## src/design/nfs_pkg.sv

```systemverilog
// Package for the nearest fraction search unit.
// Holds the sequencer state type and fixed search constants.
// No dependencies.
`timescale 1ns / 1ps
package nfs_pkg;
    localparam int unsigned TOL_W     = 21;
    localparam int unsigned NUM_W     = 41;
    localparam int unsigned DEN_W     = 17;
    localparam int unsigned VAL_W     = 64;
    localparam int unsigned BND_W     = 18;
    localparam logic [BND_W-1:0] NUM_LIMIT_ODD  = 18'h08000;
    localparam logic [BND_W-1:0] NUM_LIMIT_EVEN = 18'h10000;
    localparam logic [BND_W-1:0] COUNT_SAT      = 18'h10000;

    typedef enum logic [3:0] {
        ST_IDLE,
        ST_ERR_A,
        ST_ERR_B,
        ST_TEST,
        ST_DIV,
        ST_CAND_A,
        ST_CAND_B,
        ST_CHECK,
        ST_RES_A,
        ST_RES_B,
        ST_OUT
    } t_state;
endpackage

```

## src/design/nfs_divider.sv

```systemverilog
// Shared restoring divider, one quotient bit per cycle.
// Quotient saturates at the package count limit; zero divisor gives the limit.
// Depends on nfs_pkg.
`timescale 1ns / 1ps
module nfs_divider #(
    parameter int unsigned W = 66
) (
    input  logic                     i_clk,
    input  logic                     i_rst_n,
    input  logic                     i_start,
    input  logic [W-1:0]             i_dividend,
    input  logic [W-1:0]             i_divisor,
    output logic                     o_done,
    output logic [nfs_pkg::BND_W-1:0] o_quot
);
    import nfs_pkg::*;
    localparam int unsigned CW = $clog2(W + 1);

    logic [W-1:0] r_rem, n_rem_v;
    logic [W-1:0] r_quo;
    logic [W-1:0] r_dvs;
    logic [W-1:0] r_dvd;
    logic [CW-1:0] r_cnt;
    logic          r_busy;
    logic          r_done;
    logic [W:0]    w_trial;

    assign w_trial = {r_rem, r_dvd[W-1]};
    assign n_rem_v = (w_trial >= {1'b0, r_dvs}) ? W'(w_trial - {1'b0, r_dvs}) : w_trial[W-1:0];

    always_ff @(posedge i_clk) begin
        if (!i_rst_n) begin
            r_busy <= 1'b0;
            r_done <= 1'b0;
            r_cnt  <= '0;
        end else begin
            r_done <= 1'b0;
            if (i_start) begin
                r_busy <= 1'b1;
                r_cnt  <= CW'(W);
            end else if (r_busy) begin
                r_cnt <= r_cnt - 1'b1;
                if (r_cnt == CW'(1)) begin
                    r_busy <= 1'b0;
                    r_done <= 1'b1;
                end
            end
        end
    end

    always_ff @(posedge i_clk) begin
        if (i_start) begin
            r_rem <= '0;
            r_quo <= '0;
            r_dvs <= i_divisor;
            r_dvd <= i_dividend;
        end else if (r_busy) begin
            r_rem <= n_rem_v;
            r_quo <= {r_quo[W-2:0], (w_trial >= {1'b0, r_dvs})};
            r_dvd <= {r_dvd[W-2:0], 1'b0};
        end
    end

    assign o_done = r_done;
    assign o_quot = (r_dvs == '0 || r_quo > W'(COUNT_SAT)) ? COUNT_SAT : r_quo[BND_W-1:0];
endmodule

```

## config.mk

```make
export PLATFORM = sky130hd
export DESIGN_NAME = nfs_divider
export DESIGN_NICKNAME = d
export VERILOG_FILES = /design/src/design/nfs_pkg.sv /design/src/design/nfs_divider.sv
export SDC_FILE = /design/constraint.sdc
export NUM_CORES = 1
export LEC_CHECK = 0
export ABC_AREA = 1
export BUFFER_PORTS_ARGS = -buffer_cell sky130_fd_sc_hd__buf_2
export CORE_UTILIZATION = 55
export CTS_CLUSTER_SIZE = 25
export DETAILED_ROUTE_END_ITERATION = 10
export HOLD_SLACK_MARGIN = 0.1
export PLACE_DENSITY = 0.75
export SLEW_MARGIN = 20
export SYNTH_ARGS = -nofsm -noshare
export SYNTH_HDL_FRONTEND = slang
export SYNTH_SLANG_ARGS = --single-unit
```

## constraint.sdc

```tcl
create_clock -name i_clk -period 5.2 [get_ports i_clk]
set_input_delay 1.04 -clock i_clk [delete_from_list [all_inputs] [get_ports i_clk]]
set_output_delay 1.04 -clock i_clk [all_outputs]
set_load 0.02 [all_outputs]
```

==> results of run 1 <==
-- power by group --
group / total, mW / internal [mW] / switching, mW
registers: 2.41 / 2.37 / 0.0355
clock network: 2.02 / 1.12 / 0.899
logic: 0.467 / 0.153 / 0.314
total: 4.89 / 3.65 / 1.25
-- layer usage --
layer / routed length (um) / GRT usage / up-vias / part of all wire
li1: - / - / 7473 / -
met1: 20510 / 0.4048 / 6703 / 0.47
met2: 19520 / 0.4761 / 422 / 0.44
met3: 2749 / 0.04134 / 71 / 0.063
met4: 1078 / 0.07596 / 6 / 0.025
met5: 32 / 0 / - / 0.00073
-- sequential cells by signal (all words and copies together), names as in the netlist --
name / flops
r_dvd: 66
r_dvs: 66
r_quo: 66
r_rem: 66
r_cnt: 7
o_done: 1
r_busy: 1
-- worst reg2reg max path: stages, from the launching register on --
cell and delay, ns:
edfxtp_1 0.34, inv_1 0.11, ha_1 0.38, nand2_1 0.14, nor2_1 0.24, nand2_1 0.13, nor2_1 0.16, nand2_1 0.13
inv_2 0.08, nand3_1 0.09, nand3_1 0.12, nor2_2 0.06, nand2_4 0.61, inv_2 0.49, nand2_1 0.17, nand3_1 0.08
o21ai_1 0.12
-- synth_stat cells, types with 22 or more instances --
library cell	instances	area, um2
nand3_1	140	700.7
clkbuf_1	37	138.9
edfxtp_1	132	3964
nand4_1	25	156.4
o21ai_0	46	230.2
xnor2_1	36	315.3
nand2_1	773	2902
a21oi_1	83	415.4
ha_1	68	850.8
nor4_1	22	137.6
inv_1	365	1370
dfxtp_1	141	2823
nor2_1	157	589.3
o22ai_1	67	419.2
-- area by class of cell --
type,count,area [um2]
antenna,1,2.502
sequential,273,6787
fill,2720,10690
clock inverter,15,140.1
timing repair buffer,158,820.8
tap,384,480.5
clock buffer,39,783.3
multi-input combinational,1541,7542
inverter,387,1456
-- metrics by stage --
stage / setup slack, ns / total power [mW] / std cells
global placement: 1.261 / 2.905 / 2743
floorplan: 1.238 / 2.751 / 2259
global route: 0.4470 / 5.080 / 2797
detailed placement: 1.238 / 2.915 / 2743
CTS: 0.5892 / 4.930 / 2797
finish: 0.6535 / 4.895 / 2798
-- final timing paths --
path | from | endpoint | slack [ns] | cells past startpoint
setup / recovery | r_dvs[32] | o_quot[5] | 0.65 | 7
setup reg to reg | r_dvs[33] | r_rem[7] | 1.64 | 16
hold / removal | r_rem[50] | r_rem[50] | 0.47 | 2
hold reg to reg | r_rem[50] | r_rem[50] | 0.47 | 2
-- kinds of logic after synthesis --
logic type	count (synthesis)	share of synthesized area
simple gates	1186	0.3061
buf+inv	445	0.1088
flops	273	0.4226
compound gates	245	0.08632
fa+ha+maj	69	0.05422
xor+xnor	40	0.02181
other cells	1	0.0002335
-- cells in the final DEF (no fill, tap or decap), drive strengths merged --
master    synthesis  routed
o21ai            65      65
clkbuf           37      39
dfxtp           141     141
xor2              4       4
o21bai           11      11
nand3           142     142
a21o              3       3
diode             0       1
nor2            170     170
nor4             22      22
conb              1       1
clkinvlp          0       5
a21oi            84      84
xnor2            36      36
edfxtp          132     132
nand4            25      25
o211ai           11      11
nand2           778     778
ha               68      68
or2              26      26
nand3b            1       1
fa                1       1
nor3             18      18
and3b             1       1
o22ai            67      67
o21a              2       2
a221oi            1       1
a31oi             1       1
bufinv            0       1
clkinv            1       9
or3               1       1
inv             386     387
and2              2       2
buf              21     158
==> key figures, run 1 <==
Timing
  • Tmin final: 4.547 ns
  • Slew HR: 0.3065
  • Fin crit share: 0.8743
  • Fmax: 219.9 MHz
  • Hold Slack: 0.4703 ns
  • Sum Neg Setup Slack: 0 ns
  • Slew Limit Fails: 0
  • Unrepaired setup endpoints after global routing: false
  • Clock skew: 0.03145 ns
  • Final Hold Fails: 0
  • Worst-margin pin slew: 1.034 ns
  • Setup violators final: 0

Layout
  • Share of the core filled with cells: 0.6276
  • Fin area: 18010 um2
  • Area grow syn2layout: 12.15%
  • Layout cell share with drive strength beyond 1: 0.1094
  • Nets: 2594

Place
  • GP Congestion: 1.033
  • IO buf count: 152
  • DP Wirelength: 33310 um
  • Placed inst area: 17090 um2

Pwr
  • Peak supply drop: 0.2471 mV
  • Pleak: 8.891 nW
  • PD cells: 271.7 nW/um2

GRT
  • Total GRT Usage: 0.2911
  • Vias in the first global route: 14015
  • First-pass GRT wire length: 70350 um
  • Initial antenna violation count: 3
  • Largest net degree at the start of global routing: 83
  • Total grt overflow: 0

Clocking
  • CTS H-Tree Depth: 1
  • Hold_buf cts: 0
  • CTS buffer count: 29
  • Clk pin slew, worst setup/hold paths: 0.06 ns
  • Post_cts resized: 0
  • Clock sink total: 273
  • CTS tree: yes
  • Clock Path Buffers: 3
  • Skew-Pair Late Insertion Delay: 0.59 ns
  • Post-CTS Setup Inserts: 0
  • CTS Root Cell: clkbuf_16

Min path
  • Hold/Removal Path Class: flop to flop

Die
  • Boundary pin count: 154
  • Initial core utilization: 0.5595
  • Chip height: 172.9 um
  • Die X: 172.9 um
  • CORE AREA: 28700 um2
  • Die ar.: 29890 um2
  • Std cell rows: 62

Drt
  • # DRC: 0
  • Initial drt markers: 910
  • Total wire length: 43890 um
  • Pre-Repair DR Iteration Count: 5
  • Vias/cell: 5.245
  • Post-DR wirelength/cell: 15.69 um
  • Final ANT Viol Nets: 0
  • DR vias: 14675

Logic synthesis
  • Post-synth top flop: dfxtp_1
  • Syn Std Cell Area: 16060 um2
  • Mapped Cells: 2259
  • Yosys warns: 0
  • Average cell area after synthesis: 7.110 um2
  • Synth Net Count: 2463
  • EDFF count, synth: 132
  • Seq/Total Area, Yosys: 0.4226
  • Unique masters post-synth: 44
  • Post-synth ARST share: 0
  • Count of state elements after synthesis: 273

Setup path
  • CP most frequent cell: nor4_1
  • Worst path buffer plus inverter count: 1
  • Endpoint class of the critical path: output port
  • CP delay by family, top: simple AND/OR/NAND/NOR gates
  • Worst setup SP type: flop
  • CP max stage cell: nor4_1
  • Crit path kind: flop to output port
  • Worst endpoint required time: 4.16 ns
  • WP data arrival: 3.51 ns
  • Crit Path Max Fanout: 16
  • CP Cell Sequence: nor4_1 > nand4_1 > nor4_1 > nand3_1 > nand2_1 > nor2_1 > buf_2
  • CP max stage delay: 0.85 ns

Run
  • MaxCap Viol Count: 0

Status
  • Status: complete, no violations
No activity file was read; power rests on OpenSTA's default activity.
==> inputs of run 2 (changes only) <==
Settings changed: CELL_PAD_IN_SITES_DETAIL_PLACEMENT from default to 1, CELL_PAD_IN_SITES_GLOBAL_PLACEMENT from default to 1, CORE_UTILIZATION 55 to 44, PLACE_DENSITY 0.75 to default, PLACE_DENSITY_LB_ADDON from default to 0.1.
==> key figures, run 2 (synthesized netlist as in run 1, its figures left out) <==
Clocking
  • CTS tree: yes
  • Clk pin slew, worst setup/hold paths: 0.07 ns (about the same)
  • CTS H-Tree Depth: 1 (unchanged)
  • Clock Path Buffers: 3 (unchanged)
  • CTS buffer count: 31 (+6.9%)
  • Post_cts resized: 0 (unchanged)
  • CTS Root Cell: clkbuf_16
  • Post-CTS Setup Inserts: 0 (unchanged)
  • Hold_buf cts: 0 (unchanged)
  • Clock sink total: 273 (unchanged)
  • Skew-Pair Late Insertion Delay: 0.61 ns (+0.02 ns)

Timing
  • Fin crit share: 0.8721 (-0.002276)
  • Clock skew: 0.04381 ns (+0.01236 ns)
  • Slew Limit Fails: 0 (unchanged)
  • Sum Neg Setup Slack: 0 ns (unchanged)
  • Unrepaired setup endpoints after global routing: false
  • Fmax: 220.5 MHz (+0.26%)
  • Final Hold Fails: 0 (unchanged)
  • Slew HR: 0.4004 (+0.09394)
  • Setup violators final: 0 (unchanged)
  • Tmin final: 4.535 ns (-0.01183 ns)
  • Worst-margin pin slew: 0.8912 ns (-0.1427 ns)

Drt
  • DR vias: 14912 (+1.6%)
  • Total wire length: 51190 um (+17%)
  • Post-DR wirelength/cell: 17.74 um (+13%)
  • # DRC: 20 (+20)
  • Final ANT Viol Nets: 0 (unchanged)
  • Vias/cell: 5.169 (-1.4%)
  • Pre-Repair DR Iteration Count: 8 (+3)
  • Initial drt markers: 662 (-27%)

Layout
  • Final std cells w/o fill: 2885 (+3.1%)
  • Nets: 2598 (+0.15%)
  • Area grow syn2layout: 13.42%
  • Layout cell share with drive strength beyond 1: 0.1117 (+0.002255)
  • Most common cell after layout, fill and taps aside: nand2_1
  • Fill cells: 4665 (+72%)
  • Most frequent cells in the layout: 773 x nand2_1, 364 x inv_1, 155 x nor2_1
  • Fin area: 18220 um2 (+1.1%)

Pwr
  • Reg power frac: 0.477 (-0.015)
  • Comb pwr share: 0.096 (about the same)
  • Pleak: 8.960 nW (+0.78%)
  • PD cells: 277.7 nW/um2 (+2.2%)
  • Peak supply drop: 0.3012 mV (+22%)
  • NetSw: 1.284 mW (+2.8%)
  • Clock share of power: 0.427 (+0.015)
  • Sw Share: 0.2538 (-0.001321)
  • P_int: 3.775 mW (+3.5%)

Setup path
  • CP max stage delay: 0.79 ns (-0.06 ns)
  • CP Cell Sequence: nor4_1 > nand4_1 > nor4_1 > nand3_1 > nand2_1 > nor2_1 > buf_2
  • Crit Path Max Fanout: 16 (unchanged)
  • Reg-to-reg slack, setup: 1.65 ns (about the same)
  • Endpoint class of the critical path: output port
  • CP most frequent cell: nor4_1
  • Worst path buffer plus inverter count: 1 (unchanged)
  • Worst endpoint required time: 4.16 ns (about the same)
  • CP delay by family, top: simple AND/OR/NAND/NOR gates
  • WP data arrival: 3.49 ns (-0.02 ns)
  • R2R cell count: 16 (unchanged)
  • Worst setup SP type: flop
  • Crit path kind: flop to output port
  • CP max stage cell: nor4_1
  • Critical R2R Capture: r_rem[3]
  • Launching point of the worst reg2reg path: r_dvs[33]

Die
  • Chip height: 193.1 um (+12%)
  • Die ar.: 37270 um2 (+25%)
  • Std cell rows: 69 (+11%)
  • Boundary pin count: 154 (unchanged)
  • CORE AREA: 35740 um2 (+25%)
  • Initial core utilization: 0.4493 (-0.1102)
  • Die X: 193.1 um (+12%)

GRT
  • Met2 Track Usage GR: 0.4595 (-0.01666)
  • Total GRT Usage: 0.2763 (-0.01474)
  • Largest net degree at the start of global routing: 138 (+66%)
  • Initial antenna violation count: 6 (+3)
  • Total grt overflow: 0 (unchanged)
  • Met3 Usage GRT: 0.04688 (+0.005541)
  • Met1 GRT Util: 0.3725 (-0.03235)
  • Top Usage Layer GRT: met2
  • Vias in the first global route: 15178 (+8.3%)
  • First-pass GRT wire length: 80370 um (+14%)

Min path
  • Hold/Removal Path Class: flop to flop
  • Hold path startpoint: r_rem[48]
  • Hold path endpoint: r_rem[48]
  • Worst hold stages: 2 (unchanged)

Place
  • IO buf count: 152 (unchanged)
  • Placed Cells: 2822 (+2.9%)
  • Placed inst area: 17200 um2 (+0.69%)
  • GP Congestion: 0.9844 (-4.7%)
  • DP Wirelength: 39570 um (+19%)

Run
  • MaxCap Viol Count: 0 (unchanged)

Status
  • Status: finished with violations
  • Failing checks: DRC
==> run 2: cell count changes in the layout (fill, tap and decap cells not counted) <==
cell / before / now
clkbuf_8: 2 / 7
diode_2: 1 / 6
clkinvlp_4: 5 / 1
clkinv_2: 3 / 6
clkinv_4: 3 / 0
buf_4: 6 / 8
clkbuf_16: 29 / 31
clkbuf_1: 8 / 7
clkbuf_2: 0 / 1
clkinv_1: 3 / 4
inv_6: 1 / 0
nor4_1: 22 / 21
nor4_2: 0 / 1
==> run 2: stage by stage <==
step,util,hold WS (ns),worst slack (ns),power (mW)
6_report,0.5097,0.4743,0.6653,5.059
5_1_grt,0.5093,0.4981,0.5134,5.252
4_1_cts,0.5092,0.4778,0.6747,5.105
3_5_place_dp,0.4813,0.4682,1.306,2.940
3_3_place_gp,0.4811,0.4568,1.046,2.922
2_1_floorplan,-,0.4307,1.238,2.751
==> run 2: power by group through the flow <==
stage	clock network, mW	registers [mW]	logic [mW]
final	2.16	2.41	0.486
after global routing	2.29	2.42	0.544
after CTS	2.20	2.41	0.488
after detailed placement	0	2.46	0.482
after global placement	0	2.45	0.471
after floorplan	0	2.44	0.307
==> run 2: final cells by class <==
| type | instances | area (um2) | area share |
|---|---|---|---|
| multi-input combinational | 1541 | 7548 | 0.4144 |
| sequential | 273 | 6787 | 0.3726 |
| inverter | 387 | 1456 | 0.07995 |
| clock buffer | 46 | 903.4 | 0.04959 |
| timing repair buffer | 160 | 835.8 | 0.04588 |
| tap | 461 | 576.8 | 0.03166 |
| clock inverter | 11 | 93.84 | 0.005151 |
| antenna | 6 | 15.01 | 0.0008242 |
==> run 2: layer usage <==
layer	share of wire	vias to the layer above	wire, um
met5	0.00066	-	34
li1	-	7474	-
met1	0.47	7084	24040
met2	0.46	279	23440
met4	0.022	6	1115
met3	0.050	69	2554
==> run 2: worst max-delay path by stage <==
stage	startpoint	slack, ns	end	depth (start not counted)
CTS	r_dvs[64]	0.67	o_quot[3]	7
global placement	r_dvs[32]	1.05	o_quot[5]	7
floorplan	i_start	1.24	r_dvd[0]	4
finish	r_dvs[64]	0.67	o_quot[3]	7
detailed placement	r_dvs[64]	1.31	o_quot[3]	7
global route	r_dvs[64]	0.51	o_quot[3]	7
==> run 2: tightest hold or removal path, delay by kind of cell (launching register included) <==
family / cells / cell delay, ns
DFF: 1 / 0.32
and+or+nand+nor: 2 / 0.10
==> inputs of run 3 (changes only) <==
Settings changed: PLACE_DENSITY_LB_ADDON 0.1 to 0.12.
==> key figures, run 3 (synthesized netlist as in run 1, its figures left out) <==
Timing
  • Fmax: 218.9 MHz (-0.75%)
  • Slew Limit Fails: 0 (unchanged)
  • Fin crit share: 0.8787 (+0.006603)
  • Hold Slack: 0.4711 ns (-0.003241 ns)
  • Setup violators final: 0 (unchanged)
  • Slew HR: 0.2770 (-0.1235)
  • Unrepaired setup endpoints after global routing: false
  • Final Hold Fails: 0 (unchanged)
  • Tmin final: 4.569 ns (+0.03434 ns)
  • Sum Neg Setup Slack: 0 ns (unchanged)
  • Worst-margin pin slew: 1.075 ns (+0.1835 ns)
  • Clock skew: 0.03604 ns (-0.007769 ns)

GRT
  • Total grt overflow: 0 (unchanged)
  • Vias in the first global route: 15224 (+0.30%)
  • First-pass GRT wire length: 79400 um (-1.2%)
  • Total GRT Usage: 0.2723 (-0.004018)
  • Largest net degree at the start of global routing: 90 (-35%)
  • Initial antenna violation count: 11 (+5)

Clocking
  • CTS tree: yes
  • CTS Root Cell: clkbuf_16
  • Clock Path Buffers: 3 (unchanged)
  • Skew-Pair Late Insertion Delay: 0.61 ns (about the same)
  • Hold_buf cts: 0 (unchanged)
  • CTS H-Tree Depth: 1 (unchanged)
  • Post-CTS Setup Inserts: 0 (unchanged)
  • Clock sink total: 273 (unchanged)
  • Post_cts resized: 0 (unchanged)
  • CTS buffer count: 31 (unchanged)
  • Clk pin slew, worst setup/hold paths: 0.06 ns (about the same)

Die
  • Die X: 193.1 um (unchanged)
  • Boundary pin count: 154 (unchanged)
  • Die ar.: 37270 um2 (unchanged)
  • Initial core utilization: 0.4493 (unchanged)
  • Chip height: 193.1 um (unchanged)
  • CORE AREA: 35740 um2 (unchanged)
  • Std cell rows: 69 (unchanged)

Pwr
  • NetSw: 1.271 mW (-1.0%)
  • Clock share of power: 0.427 (about the same)
  • Peak supply drop: 0.2506 mV (-17%)
  • Comb pwr share: 0.095 (about the same)
  • Sw Share: 0.2518 (-0.001995)
  • PD cells: 277.4 nW/um2 (-0.11%)
  • P_int: 3.777 mW (about the same)
  • Reg power frac: 0.478 (about the same)
  • Pleak: 8.957 nW (about the same)

Layout
  • Layout cell share with drive strength beyond 1: 0.1116 (about the same)
  • Most common cell after layout, fill and taps aside: nand2_1
  • Most frequent cells in the layout: 773 x nand2_1, 364 x inv_1, 155 x nor2_1
  • Share of the core filled with cells: 0.5091 (-0.0005950)
  • Nets: 2599 (+0.038%)
  • Fill cells: 4684 (+0.41%)
  • Area taken by multi-input logic gates: 7542 um2 (about the same)
  • Fin area: 18200 um2 (-0.12%)
  • Area occupied by registers: 6787 um2 (unchanged)
  • Area grow syn2layout: 13.29%

Min path
  • Worst hold stages: 1 (-1)
  • Hold path startpoint: r_cnt[6]
  • Hold/Removal Path Class: flop to flop

Status
  • Failing checks: DRC
  • Status: finished with violations

Setup path
  • CP Cell Sequence: nor4_1 > nand4_1 > nor4_1 > nand3_1 > nand2_1 > nor2_1 > buf_2
  • Crit path kind: flop to output port
  • CP max stage cell: nor4_1
  • CP most frequent cell: nor4_1
  • WP data arrival: 3.53 ns (+0.04 ns)
  • R2R cell count: 16 (unchanged)
  • CP max stage delay: 0.93 ns (+0.14 ns)
  • Worst setup SP type: flop
  • Endpoint class of the critical path: output port
  • Launching point of the worst reg2reg path: r_dvs[33]
  • CP startpoint: r_dvs[32]
  • Worst endpoint required time: 4.16 ns (about the same)
  • Crit Path Max Fanout: 16 (unchanged)

Run
  • MaxCap Viol Count: 0 (unchanged)

Drt
  • Initial drt markers: 759 (+15%)
  • Vias/cell: 5.148 (-0.40%)
  • DR vias: 14858 (-0.36%)
  • Post-DR wirelength/cell: 17.43 um (-1.8%)
  • # DRC: 8 (-60%)
  • Total wire length: 50290 um (-1.8%)
  • Pre-Repair DR Iteration Count: 8 (unchanged)
  • Final ANT Viol Nets: 0 (unchanged)

Place
  • GP Congestion: 1.006 (+2.2%)
  • Placed inst area: 17190 um2 (about the same)
  • IO buf count: 152 (unchanged)
  • DP Wirelength: 39080 um (-1.2%)
==> run 3: changes by cell type in the layout (fill, tap and decap cells not counted), sizes merged <==
cell / delta
clkinv: -1
inv: +1
bufinv: +1
diode: -1
buf: +1
==> run 3: path summary, 6_finish.rpt <==
kind                    end  slack [ns]
setup / recovery  o_quot[5]        0.63
hold / removal       o_done        0.47
setup reg to reg   r_rem[9]        1.62
hold reg to reg      o_done        0.47
==> run 3: through the flow <==
stage	worst slack [ns]	cells	power [mW]
floorplan	1.238	2259	2.751
finish	0.6310	2886	5.048
global placement	1.168	2823	2.917
CTS	0.4991	2881	5.106
global route	0.3673	2883	5.245
detailed placement	1.135	2823	2.936
==> run 3: power by group through the flow <==
stage                     sequential, mW  clock, mW  combinational, mW
final                               2.41       2.16              0.479
after detailed placement            2.46          0              0.478
after global routing                2.42       2.28              0.541
after global placement              2.45          0              0.465
after floorplan                     2.44          0              0.307
after CTS                           2.41       2.21              0.483
==> run 3: layer usage <==
metal | global-route usage | vias up | wire (um)
li1 | - | 7468 | -
met1 | 0.3656 | 7006 | 23260
met2 | 0.4537 | 297 | 23190
met3 | 0.04814 | 75 | 2577
met4 | 0.06370 | 12 | 1196
met5 | 0 | - | 64
==> run 3: final cells by class <==
type / instances / area share
Multi-Input combinational cell: 1541 / 0.4145
Sequential cell: 273 / 0.3730
Inverter: 387 / 0.07998
Clock buffer: 46 / 0.04752
Timing Repair Buffer: 161 / 0.04566
Tap cell: 461 / 0.03170
Clock inverter: 12 / 0.006945
Antenna cell: 5 / 0.0006877
==> run 3: worst max-delay path, delay by kind of cell, from the launching register on <==
kind                   cells  cell delay [ns]
DFF                        1             0.39
buffers and inverters      1             0.17
and+or+nand+nor            6             2.38
